--- config.mk ---
export PLATFORM = sky130hd
export DESIGN_NAME = bwb_front
export DESIGN_NICKNAME = d
export VERILOG_FILES = /design/src/hdl/bwb_pkg.sv /design/src/hdl/bwb_front.sv
export SDC_FILE = /design/constraint.sdc
export NUM_CORES = 1
export LEC_CHECK = 0
export ABC_AREA = 1
export BUFFER_PORTS_ARGS = -buffer_cell sky130_fd_sc_hd__buf_2
export CORE_AREA = 2 2 90 92
export DETAILED_ROUTE_END_ITERATION = 10
export DIE_AREA = 0 0 92 94
export SYNTH_ARGS = -nofsm -noshare
export SYNTH_HDL_FRONTEND = slang
export SYNTH_SLANG_ARGS = --single-unit
--- constraint.sdc ---
create_clock -name vclk -period 1.1
set_clock_uncertainty 0.15 [all_clocks]
set_input_delay 0.22 -clock vclk [all_inputs]
set_output_delay 0.22 -clock vclk [all_outputs]
set_load 0.01 [all_outputs]
--- src/hdl/bwb_pkg.sv ---
// ----------------------------------------------------------------------------
// bwb_pkg
// Shared types and constants for the Bayer white-balance gain stage.
// ----------------------------------------------------------------------------
package bwb_pkg;

  localparam int CT_POINTS  = 4;
  localparam int BR_POINTS  = 4;
  localparam int CT_IW      = $clog2(CT_POINTS);
  localparam int BR_IW      = $clog2(BR_POINTS);
  localparam int TBL_DEPTH  = CT_POINTS * BR_POINTS;
  localparam int TBL_AW     = $clog2(TBL_DEPTH);

  localparam int FIFO_DEPTH = 4;
  localparam int FIFO_AW    = $clog2(FIFO_DEPTH);

  localparam int DIV_W      = 44;
  localparam int DIVS_W     = 32;
  localparam int DIV_CW     = $clog2(DIV_W + 1);
  localparam int CT_W       = 23;

  localparam logic [2:0] OP_CT_WR  = 3'd0;
  localparam logic [2:0] OP_BR_WR  = 3'd1;
  localparam logic [2:0] OP_TBL_WR = 3'd2;
  localparam logic [2:0] OP_SETUP  = 3'd3;
  localparam logic [2:0] OP_PIXEL  = 3'd4;

  localparam logic [15:0] UNITY_GAIN = 16'd128;
  localparam logic [9:0]  PIX_MAX    = 10'd1023;
  localparam logic [13:0] DIM_MAX    = 14'd8192;

  localparam int         CFG_AW     = 1;
  localparam int         CFG_DW     = 14;
  localparam logic [0:0] CFG_WIDTH  = 1'b0;
  localparam logic [0:0] CFG_HEIGHT = 1'b1;
  localparam logic [13:0] WIDTH_RST  = 14'd1920;
  localparam logic [13:0] HEIGHT_RST = 14'd1080;

  // data: writes use [31:0]; setup {b, g, r, exposure, sensor gain}; pixel [15:0]
  typedef struct packed {
    logic [2:0]  op;
    logic [5:0]  idx;
    logic [1:0]  color;
    logic [79:0] data;
  } bwb_item_t;

  typedef struct packed {
    logic              start;
    logic [DIV_W-1:0]  dividend;
    logic [DIVS_W-1:0] divisor;
  } bwb_div_req_t;

  typedef struct packed {
    logic             busy;
    logic             done;
    logic [DIV_W-1:0] quotient;
  } bwb_div_rsp_t;

endpackage

--- src/hdl/bwb_front.sv ---
// ----------------------------------------------------------------------------
// bwb_front
// Input decode: unpacks a transfer, drops unused ops and out-of-range writes.
// ----------------------------------------------------------------------------
module bwb_front (
  input  logic              in_tvalid,
  output logic              in_tready,
  input  logic [2:0]        in_tuser,   // op
  input  logic [135:0]      in_tdata,   // index, color, write_value, sensor_gain,
                                        // exposure, awb_r, awb_g, awb_b, pixel_in
  input  logic              q_full,
  output logic              q_push,
  output bwb_pkg::bwb_item_t q_item
);

  logic keep;

  always_comb begin
    q_item.op    = in_tuser;
    q_item.idx   = in_tdata[5:0];
    q_item.color = in_tdata[7:6];
    q_item.data  = '0;
    keep         = 1'b0;
    case (in_tuser)
      bwb_pkg::OP_CT_WR: begin
        keep = (int'(in_tdata[5:0]) < bwb_pkg::CT_POINTS);
        q_item.data[31:0] = in_tdata[39:8];
      end
      bwb_pkg::OP_BR_WR: begin
        keep = (int'(in_tdata[5:0]) < bwb_pkg::BR_POINTS);
        q_item.data[31:0] = in_tdata[39:8];
      end
      bwb_pkg::OP_TBL_WR: begin
        keep = (int'(in_tdata[5:0]) < bwb_pkg::TBL_DEPTH) && (in_tdata[7:6] != 2'd3);
        q_item.data[31:0] = in_tdata[39:8];
      end
      bwb_pkg::OP_SETUP: begin
        keep = 1'b1;
        q_item.data = in_tdata[119:40];
      end
      bwb_pkg::OP_PIXEL: begin
        keep = 1'b1;
        q_item.data[15:0] = in_tdata[135:120];
      end
      default: keep = 1'b0;
    endcase
  end

  assign in_tready = !q_full;
  assign q_push    = in_tvalid && !q_full && keep;

endmodule

==> flow_summary_export.csv <==
group,metric,value,unit
run_status,status,"finished with violations",
run_status,failed_checks,"negative setup slack",
timing,rsz0062_at_grt,"true",
synth,synth_area_leaders,"inv_1 20%, nand2_1 20%, nor2_1 18%",
timing,hold_violations,0,
synth,synthCells,222,
power_and_ir_drop,ir_drop,0.133,mV
hold_path,holdCritPathClass,"input pin to output pin",
floorplan,io_pins,234,
timing,max_slew_margin,86.7,%
timing,fmax,0.671,GHz
synth,ys_types,13,
setup_path,crit_required,0.73,ns
synth,ys_warn_count,0,
hold_path,worst_hold_startpoint,"in_tdata[1]",
drt,post_drt_wl_per_cell,12.1,um
hold_path,min_path_cells,0,
hold_path,hold-path-endpoint,"q_item[83]",
flow_run,cap_violations,0,
global_routing,track_usage,12.3,%
timing,hold_slack,0.290,ns
drt,vias_per_cell,3.95,
drt,drt_pass1_iterations,4,
global_routing,grt.overflow.total,0,
finish,nClkBuffers,0,
synth,synth_area,1020,um2
setup_path,end_kind,"output pin",
finish,nFillCells,792,
timing,fin_crit_sh,135,%
synth,synthesis.nets,363,
floorplan,core,7610,um2
synth,synth_top_area_share,20.3,%
synth,synth_area_per_cell,4.58,um2
global_routing,grt_pass1_vias,2033,
clock_tree,ctsHoldBuffers,0,
drt,num_vias,2186,
finish,final_nets,594,
floorplan,die_area,8650,um2
finish,synthToLayoutAreaGrowth,210,%
floorplan,rows,32,
floorplan,start_util,13.4,%
floorplan,die_y,94,um
drt,wirelength,6670,um
synth,synth-seq-area-share,0,%
drt,drc,0,
timing,finalWorstSetupSlack,-0.389,ns
global_routing,grt_antenna_before_repair,0,
drt,drtIter0Drc,47,
timing,maxSlewViolCount,0,
placement,dp_hpwl,4910,um
global_routing,grt_pass1_wl,8940,um
finish,drive_gt1_share,69.8,%
finish,seq_cell_count,0,
finish,n_antenna_cell,0,
placement,io_buffers,230,
global_routing,grt_max_degree,33,
timing,setup_viol,81,
power_and_ir_drop,leakagePower,1.91,nW
power_and_ir_drop,power_density,336,nW/um2
setup_path,worstPathArrival,1.12,ns
synth,netlist.top_cell.by_area,"inv_1",
setup_path,critPathKind,"input pin to output pin",
timing,tightest_slew,0.197,ns
drt,ant_nets,0,
floorplan,die-width,92,um
placement,gp_congestion,0.771,
timing,period_needed,1.49,ns
power_and_ir_drop,totalPowerFinal,1.06,mW
setup_path,start_kind,"input pin",
finish,regArea,0,um2
setup_path,critPathMaxFanout,7,
worst max-delay path by stage:
stage / startpoint / to / cells after the start
4_1_cts: in_tuser[0] / q_item[16] / 7
6_report: in_tuser[0] / q_item[66] / 8
3_3_place_gp: in_tuser[1] / q_item[57] / 7
3_5_place_dp: in_tuser[1] / q_item[67] / 7
2_1_floorplan: in_tuser[1] / q_item[69] / 6
5_1_grt: in_tuser[0] / q_item[66] / 8
routing by layer:
layer	up-vias	share of wire, %	GRT usage [%]
met5	-	0	0
met4	0	0.060	0.124
met3	2	8.8	1.44
met2	116	57	25.7
met1	970	34	14.1
li1	1098	-	-
power breakdown:
part	leakage, nW	internal, mW	total, mW	switching (mW)
Clock	0	0	0	0
Combinational	1.91	0.556	1.06	0.501
Sequential	0	0	0	0
through the flow:
step	util, %	cell area, um2	TNS, ns	setup slack (ns)	instances
3_3_place_gp	33.7	2560	-28.32	-0.404	545
4_1_cts	36.3	2770	-24.50	-0.353	551
5_1_grt	41.4	3150	-30.39	-0.438	553
6_report	41.4	3150	-25.75	-0.389	553
3_5_place_dp	33.7	2560	-29.79	-0.434	545
2_1_floorplan	-	1300	-4.79	-0.122	222
Yosys cell counts:
| cell | number |
|---|---|
| a22o_1 | 16 |
| buf_2 | 10 |
| a21oi_1 | 1 |
| o21ai_0 | 1 |
| nand2_1 | 55 |
| buf_6 | 2 |
| buf_4 | 11 |
| inv_1 | 55 |
| nor2_2 | 1 |
| nor2_1 | 49 |
| inv_2 | 2 |
| nor2_4 | 1 |
| nand3_1 | 18 |
timing repair:
item,4_1_cts,5_1_grt
setup buffers,3,0
pin swaps,7,3
gates resized for setup,26,74
setup endpoints to repair,81,81
gates cloned,3,3
area by class of cell:
class | instances | area (um2) | share of cell area [%]
inverter | 57 | 226 | 7.19
timing repair buffer | 251 | 1750 | 55.4
tap | 102 | 128 | 4.05
multi-input combinational | 142 | 1040 | 33.0
timing repair inverter | 1 | 11.3 | 0.358
kinds of logic (layout without fill, tap and decap cells):
| kind of cell | after synthesis | count (layout) | share of synthesized area (%) |
|---|---|---|---|
| buffers and inverters | 80 | 309 | 36.3 |
| AO/OA/AOI/OAI | 18 | 18 | 14.8 |
| AND/OR/NAND/NOR | 124 | 124 | 49.0 |
cells in the final DEF, fill, tap and decap left out:
cell type / n
buf_4: 7
nor2_2: 6
buf_16: 2
a22o_1: 16
o21ai_0: 1
nand3_2: 10
inv_2: 2
clkinv_8: 1
nor2_1: 3
nor2_4: 42
buf_6: 45
clkbuf_16: 2
buf_12: 5
a21oi_2: 1
inv_1: 54
nand3_1: 8
inv_8: 1
buf_8: 3
buf_2: 187
nand2_1: 54
nand2_8: 1
worst max-delay path: stages:
cell and delay, ns:
buf_8 0.09, nand2_8 0.05, nor2_4 0.12, buf_6 0.16, clkinv_8 0.08, clkbuf_16 0.18
nor2_4 0.10, buf_6 0.11
No activity file was read; power rests on OpenSTA's default activity.
