`src/hdl/bwb_pkg.sv`:
```
// ----------------------------------------------------------------------------
// bwb_pkg
// Shared types and constants for the Bayer white-balance gain stage.
// ----------------------------------------------------------------------------
package bwb_pkg;

  localparam int CT_POINTS  = 4;
  localparam int BR_POINTS  = 4;
  localparam int CT_IW      = $clog2(CT_POINTS);
  localparam int BR_IW      = $clog2(BR_POINTS);
  localparam int TBL_DEPTH  = CT_POINTS * BR_POINTS;
  localparam int TBL_AW     = $clog2(TBL_DEPTH);

  localparam int FIFO_DEPTH = 4;
  localparam int FIFO_AW    = $clog2(FIFO_DEPTH);

  localparam int DIV_W      = 44;
  localparam int DIVS_W     = 32;
  localparam int DIV_CW     = $clog2(DIV_W + 1);
  localparam int CT_W       = 23;

  localparam logic [2:0] OP_CT_WR  = 3'd0;
  localparam logic [2:0] OP_BR_WR  = 3'd1;
  localparam logic [2:0] OP_TBL_WR = 3'd2;
  localparam logic [2:0] OP_SETUP  = 3'd3;
  localparam logic [2:0] OP_PIXEL  = 3'd4;

  localparam logic [15:0] UNITY_GAIN = 16'd128;
  localparam logic [9:0]  PIX_MAX    = 10'd1023;
  localparam logic [13:0] DIM_MAX    = 14'd8192;

  localparam int         CFG_AW     = 1;
  localparam int         CFG_DW     = 14;
  localparam logic [0:0] CFG_WIDTH  = 1'b0;
  localparam logic [0:0] CFG_HEIGHT = 1'b1;
  localparam logic [13:0] WIDTH_RST  = 14'd1920;
  localparam logic [13:0] HEIGHT_RST = 14'd1080;

  // data: writes use [31:0]; setup {b, g, r, exposure, sensor gain}; pixel [15:0]
  typedef struct packed {
    logic [2:0]  op;
    logic [5:0]  idx;
    logic [1:0]  color;
    logic [79:0] data;
  } bwb_item_t;

  typedef struct packed {
    logic              start;
    logic [DIV_W-1:0]  dividend;
    logic [DIVS_W-1:0] divisor;
  } bwb_div_req_t;

  typedef struct packed {
    logic             busy;
    logic             done;
    logic [DIV_W-1:0] quotient;
  } bwb_div_rsp_t;

endpackage

```
`src/hdl/bwb_fifo.sv`:
```
// ----------------------------------------------------------------------------
// bwb_fifo
// Short queue of decoded items between the front and the back.
// ----------------------------------------------------------------------------
module bwb_fifo (
  input  logic               clk,
  input  logic               rst_n,
  input  logic               push,
  input  bwb_pkg::bwb_item_t din,
  output logic               full,
  input  logic               pop,
  output logic               valid,
  output bwb_pkg::bwb_item_t dout
);

  bwb_pkg::bwb_item_t              mem_r [bwb_pkg::FIFO_DEPTH];
  logic [bwb_pkg::FIFO_AW-1:0]     wr_ptr_r;
  logic [bwb_pkg::FIFO_AW-1:0]     rd_ptr_r;
  logic [bwb_pkg::FIFO_AW:0]       cnt_r;

  assign full  = (cnt_r == (bwb_pkg::FIFO_AW+1)'(bwb_pkg::FIFO_DEPTH));
  assign valid = (cnt_r != '0);
  assign dout  = mem_r[rd_ptr_r];

  always_ff @(posedge clk) begin
    if (!rst_n) begin
      wr_ptr_r <= '0;
      rd_ptr_r <= '0;
      cnt_r    <= '0;
    end else begin
      if (push) begin
        mem_r[wr_ptr_r] <= din;
        wr_ptr_r        <= wr_ptr_r + 1'b1;
      end
      if (pop) rd_ptr_r <= rd_ptr_r + 1'b1;
      if (push && !pop) cnt_r <= cnt_r + 1'b1;
      else if (!push && pop) cnt_r <= cnt_r - 1'b1;
    end
  end

endmodule

```
`config.mk`:
```
export PLATFORM = sky130hd
export DESIGN_NAME = bwb_fifo
export DESIGN_NICKNAME = d
export VERILOG_FILES = /design/src/hdl/bwb_pkg.sv /design/src/hdl/bwb_fifo.sv
export SDC_FILE = /design/constraint.sdc
export NUM_CORES = 1
export LEC_CHECK = 0
export BUFFER_PORTS_ARGS = -buffer_cell sky130_fd_sc_hd__buf_4
export CAP_MARGIN = 20
export CORE_ASPECT_RATIO = 1.75
export CORE_MARGIN = 10
export CORE_UTILIZATION = 50
export DETAILED_ROUTE_END_ITERATION = 8
export PLACE_DENSITY = 0.78
export REMOVE_ABC_BUFFERS = 1
export SLEW_MARGIN = 25
export SYNTH_ARGS = -nofsm -noshare
export SYNTH_HDL_FRONTEND = slang
export SYNTH_SLANG_ARGS = --single-unit
```
`constraint.sdc`:
```
create_clock -name clk -period 3.3 [get_ports clk]
set_input_delay 0.33 -clock clk [delete_from_list [all_inputs] [get_ports clk]]
set_output_delay 0.33 -clock clk [all_outputs]
set_load 0.03 [all_outputs]
```
==> impl_metrics.ini, run 1 <==
[run_status]
outcome = completed

[sta]
slew_headroom_pct = 48.9
hold_viol = 0
fin_ws_ns = 0.574
max_freq_ghz = 0.367
drv_slew = 0
fin_crit_sh_pct = 82.6
whs_ns = 0.0807
min_period_ns = 2.73
grt_setup_unrepaired = no
setup_tns_ns = 0
setup_viol = 0
worst_slew_pin_slew_ns = 0.766
finalClockSkew_ns = 0.0110

[global_routing]
grt_max_degree = 48
grt_pass1_vias = 7277
track_usage_pct = 16.1
grt_pass1_wl_um = 43200
antenna_found_initial = 1
overflow = 0

[setup_path]
path_buf_inv = 2
critPathLaunchType = flop
r2r_end = mem_r[2][40]$_DFFE_PP_
crit_family = flip-flops
cp-end-kind = output port
crit_top_cell = buf_4
regToRegStartpoint = wr_ptr_r[0]$_SDFFE_PN0P_
worstPathCellList = buf_4 > mux4_2 > buf_4
critPathRequiredTime_ns = 2.97
crit_path_max_fanout = 24
arrival_ns = 2.40
ff2ff_path_depth = 4
r2r_slack_ns = 1.18
path_class = reg -> out
crit_slowest_cell = dfxtp_4
max_stage_delay_ns = 0.70

[die]
die_w_um = 145
start_util_pct = 50.4
core_area_um2 = 27100
die_y_um = 239
die-area_um2 = 34600
io-pin-count = 188
rows = 80

[placement]
dp_hpwl_um = 17800
dp.cells = 1072
place_area_um2 = 15500
pre_cts_slack_ns = 1.09
gp_congestion = 0.769
io_buffers = 187

[clocking]
clk_path_buf_depth = 3
cts-resized-gates = 0
cts_tree = built
cts-root-buf = clkbuf_16
clk_latency_ns = 0.55
cts_inserted_buffers = 31
cts.sinks = 373
htreeDepth = 1
clk_pin_slew_ns = 0.07

[final_layout]
drive_gt1_share_pct = 40.8
final_core_util_pct = 64.0
syn_to_final_growth_pct = 27.0
layout_commonest_cell = edfxtp_1
final_cell_count_no_fill = 1220
final_cell_mix = 364 x edfxtp_1, 202 x buf_4, 91 x mux4_2, 91 x dlygate4sd3_1, 31 x clkbuf_16
nets = 928
final_area_um2 = 17400

[detailed_routing]
num_vias = 6516
wl_per_cell_um = 23.1
drc = 0
firstDrtPassIters = 4
antenna_left = 0
drt_wl_total_um = 28200
drt_iter0_markers = 421
vias_per_cell = 5.34

[min_path]
min-delay-start = rst_n
hold_end = wr_ptr_r[0]$_SDFFE_PN0P_
hold_depth = 2
hp-class = in -> reg

[synthesis]
yosysSeqAreaShare_pct = 81.3
postSynthAreaPerCell_um2 = 26.3
ys_ff_latch = 373
synth.top_cell.area_share_pct = 80.0
yosys-top-cells-area = edfxtp_1 80%, mux4_2 15%, buf_12 1.3%, dfxtp_1 1.3%, ha_1 0.46%
netlist_area_um2 = 13700
synth.distinct_cells = 21
syn_inst = 519
synth_warnings = 0
yosysTopAreaCell = edfxtp_1

[pwr]
p_leak_nw = 5.86
ir_worst_vdd_mv = 0.559
finalPower_mw = 10.2
powerDensity_nw_per_um2 = 585

[job]
drv_cap = 0
==> flip-flops by register name (all words and copies together) (netlist names), named ones only <==
| signal | count |
|---|---|
| wr_ptr_r | 2 |
| mem_r | 364 |
| rd_ptr_r | 2 |
| cnt_r | 3 |
==> synth_stat cells, drive strengths merged <==
library cell and n:
edfxtp 364, mux4 91, buf 19, dfxtp 9, and2 5, ha 5
and3 4, inv 4, xor2 3, clkbuf 2, mux2i 2, nor2b 2
or3 2, xnor2 2, a21boi 1, fa 1, nand2 1, nor3b 1
o21ai 1
==> routing by layer <==
metal	GRT usage (%)	vias to the layer above	wire length (µm)
met2	29.9	204	15800
li1	-	2846	-
met5	0	-	0
met1	17.4	3404	9960
met4	7.61	0	1110
met3	2.73	62	1320
==> worst max-delay path by stage <==
| stage | startpoint | to | slack [ns] | depth (start not counted) |
|---|---|---|---|---|
| detailed placement | flop | dout[82] | 1.09 | 3 |
| floorplan | flop | dout[0] | -1.60 | 1 |
| global placement | flop | dout[82] | 1.08 | 3 |
| finish | flop | dout[33] | 0.57 | 3 |
| CTS | flop | dout[82] | 0.49 | 3 |
| global route | flop | dout[33] | 0.42 | 3 |
==> layout make-up <==
class,count,area [µm²]
antenna,1,2.50
clock buffer,35,791
clock inverter,21,163
fill,1726,9770
inverter,4,15.0
multi-input combinational,121,2320
sequential,373,11100
tap,369,462
timing repair buffer,296,2490
==> timing repair <==
action / in CTS / in global routing
setup buffers: 0 / 0
hold endpoints to repair: 364 / 0
setup endpoints to repair: 0 / 0
hold buffers: 91 / 0
==> logic make-up after synthesis <==
kind of cell | count (synthesis) | synth area share [%]
AOI/OAI and AO/OA | 2 | 0.0915
and+or+nand+nor | 15 | 0.677
buffers and inverters | 25 | 1.89
DFF | 373 | 81.3
xor gates and xnor gates | 5 | 0.320
adders and majority gates | 6 | 0.604
muxes | 93 | 15.1
==> power breakdown <==
| group | internal [mW] | leakage (nW) | switching, mW |
|---|---|---|---|
| clock | 1.88 | 0.454 | 1.56 |
| sequential | 5.34 | 3.38 | 0.0736 |
| combinational | 0.595 | 2.02 | 0.713 |
Note: power is estimated with default switching activity, not from simulation.
==> inputs of run 2 (changes only) <==
- ABC_AREA: unset -> 1
- clock period: 3.3 -> 2.46 ns (I/O delays scaled with it)
==> impl_metrics.ini, run 2 <==
[sta]
slew_headroom_pct = 53.7
worst_slew_pin_slew_ns = 0.692
setup_viol = 0
grt_setup_unrepaired = no
fin_ws_ns = 0.115
finalClockSkew_ns = 0.0124
fin_crit_sh_pct = 95.3
hold_viol = 0
drv_slew = 0
min_period_ns = 2.34
max_freq_ghz = 0.426
setup_tns_ns = 0

[global_routing]
grt_pass1_vias = 9114
grt_pass1_wl_um = 50700
overflow = 0
antenna_found_initial = 8
track_usage_pct = 18.2
grt_max_degree = 99

[die]
die_w_um = 146
io-pin-count = 188
start_util_pct = 50.8
die_y_um = 241
core_area_um2 = 27400
die-area_um2 = 35200
rows = 80

[synthesis]
synth_warnings = 0
yosys-top-cells-area = edfxtp_1 78%, o21ai_0 6.8%, nor2_1 5.2%, o22ai_1 4.1%, buf_6 1.5%
syn_inst = 940
synth_xor_area_share_pct = 0
synthArstFlopShare_pct = 0
synthAdderAreaFrac_pct = 0.593
synth_most_common_cell = edfxtp_1
synthSimpleGateAreaFrac_pct = 5.48
synth.top_cell.area_share_pct = 78.4
postSynthAreaPerCell_um2 = 14.8
synth_compound_area_share_pct = 11.0
synth_edf_count = 364
yosysSeqAreaShare_pct = 79.7
ys_ff_latch = 373
synth.distinct_cells = 20
muxShareOfSynthArea_pct = 0
yosysTopAreaCell = edfxtp_1
yosys-top-cells-count = 364 x edfxtp_1, 192 x nor2_1, 188 x o21ai_0
dominantRegCellSynth = edfxtp_1
netlist_area_um2 = 13900
synth_top_family_by_area = compound AO/OA/AOI/OAI gates

[setup_path]
crit_end = dout[29]
path_class = reg -> out
critPathLaunchType = flop
r2r_end = mem_r[0][87]$_DFFE_PP_
regToRegStartpoint = wr_ptr_r[0]$_SDFFE_PN0P_
r2r_slack_ns = 0.66
crit_path_max_fanout = 37
ff2ff_path_depth = 5
arrival_ns = 2.10
crit_slowest_cell = dfxtp_4
max_stage_delay_ns = 0.37
worstPathCellList = inv_4 > buf_12 > o21ai_0 > o22ai_1 > buf_4
critPathRequiredTime_ns = 2.21
cp-end-kind = output port

[pwr]
finalPower_mw = 14.3
p_leak_nw = 6.35
ir_worst_vdd_mv = 0.782
powerDensity_nw_per_um2 = 791

[placement]
dp_hpwl_um = 20200
gp_congestion = 0.775
place_area_um2 = 16000
io_buffers = 187
pre_cts_slack_ns = 0.624

[detailed_routing]
drt_wl_total_um = 33400
vias_per_cell = 5.46
antenna_left = 0
firstDrtPassIters = 5
drc = 0
wl_per_cell_um = 20.4
drt_iter0_markers = 680
num_vias = 8906

[final_layout]
nets = 1333
top_register = mem_r
drive_gt1_share_pct = 22.4
final_area_um2 = 18000
final_cell_mix = 364 x edfxtp_1, 203 x buf_4, 188 x nor2_1, 188 x o21ai_0, 92 x dlygate4sd3_1
layout_commonest_cell = edfxtp_1
fill_cells = 1851
reg_top3 = mem_r: 364 flops, cnt_r: 3 flops
syn_to_final_growth_pct = 29.4
largest_reg_flops = 364

[run_status]
outcome = completed

[clocking]
htreeDepth = 2
cts_inserted_buffers = 34
clk_pin_slew_ns = 0.06
clk_latency_ns = 0.51
cts-root-buf = clkbuf_16
clk_path_buf_depth = 3
cts.sinks = 373
cts_tree = built

[min_path]
hp-class = in -> reg

[job]
drv_cap = 0
## run 2: through the flow
step / std cells / hold slack (ns) / utilization, %
floorplan: 881 / 0.345 / -
global placement: 1473 / 0.444 / 58.2
detailed placement: 1473 / 0.449 / 58.2
CTS: 1626 / 0.0347 / 65.7
global route: 1631 / 0.0595 / 65.7
finish: 1632 / 0.0440 / 65.8
## run 2: logic make-up (layout without fill, tap and decap cells)
group,after synthesis,in the layout
DFF,373,373
AOI/OAI and AO/OA,283,283
and+or+nand+nor,202,202
buffers and inverters,76,393
adders and majority gates,6,6
other,0,6
## run 2: critical path: cells and delay by family, from the launching register on
family,cells,cell delay (ns)
flip-flops,1,0.37
buffers and inverters,3,0.83
AO/OA/AOI/OAI,2,0.38
## run 2: cell type report
type,instances,area [µm²],area share [%]
flip-flops and latches,373,11100,61.6
clock inverters,18,176,0.978
diodes,6,15.0,0.0833
clock buffers,43,948,5.26
well taps,369,462,2.56
inverters,17,66.3,0.368
multi-input cells,491,2410,13.3
repair buffers,315,2850,15.8
## run 2: worst min-delay path by stage
| stage | depth (start not counted) | startpoint | slack, ns | end |
|---|---|---|---|---|
| after global placement | 1 | din[42] | 0.44 | mem_r[3][42]$_DFFE_PP_ |
| after global routing | 3 | push | 0.06 | wr_ptr_r[1]$_SDFFE_PN0P_ |
| after detailed placement | 1 | din[82] | 0.45 | mem_r[1][82]$_DFFE_PP_ |
| after CTS | 3 | push | 0.03 | wr_ptr_r[0]$_SDFFE_PN0P_ |
| after floorplan | 0 | din[0] | 0.34 | mem_r[0][0]$_DFFE_PP_ |
| final | 3 | push | 0.04 | wr_ptr_r[0]$_SDFFE_PN0P_ |
## run 2: per-layer routing
metal	up-vias	track usage, %	part of all wire, %
li1	4134	-	-
met1	4380	19.7	37
met2	311	33.9	55
met3	77	3.69	5.5
met4	4	7.79	3.0
met5	-	0	0.063
## run 2: where the power goes
group | switching, mW | leakage (nW) | internal [mW]
Sequential | 0.0499 | 3.38 | 7.15
Combinational | 1.13 | 2.41 | 0.668
Clock | 2.21 | 0.554 | 3.07
Total | 3.38 | 6.35 | 10.9
## run 2: what timing repair did
action                                 in CTS  in global routing
endpoints found under the hold margin     365                  0
gates resized for setup                     0                  0
hold buffers                               92                  0
buffers inserted                            0                  0
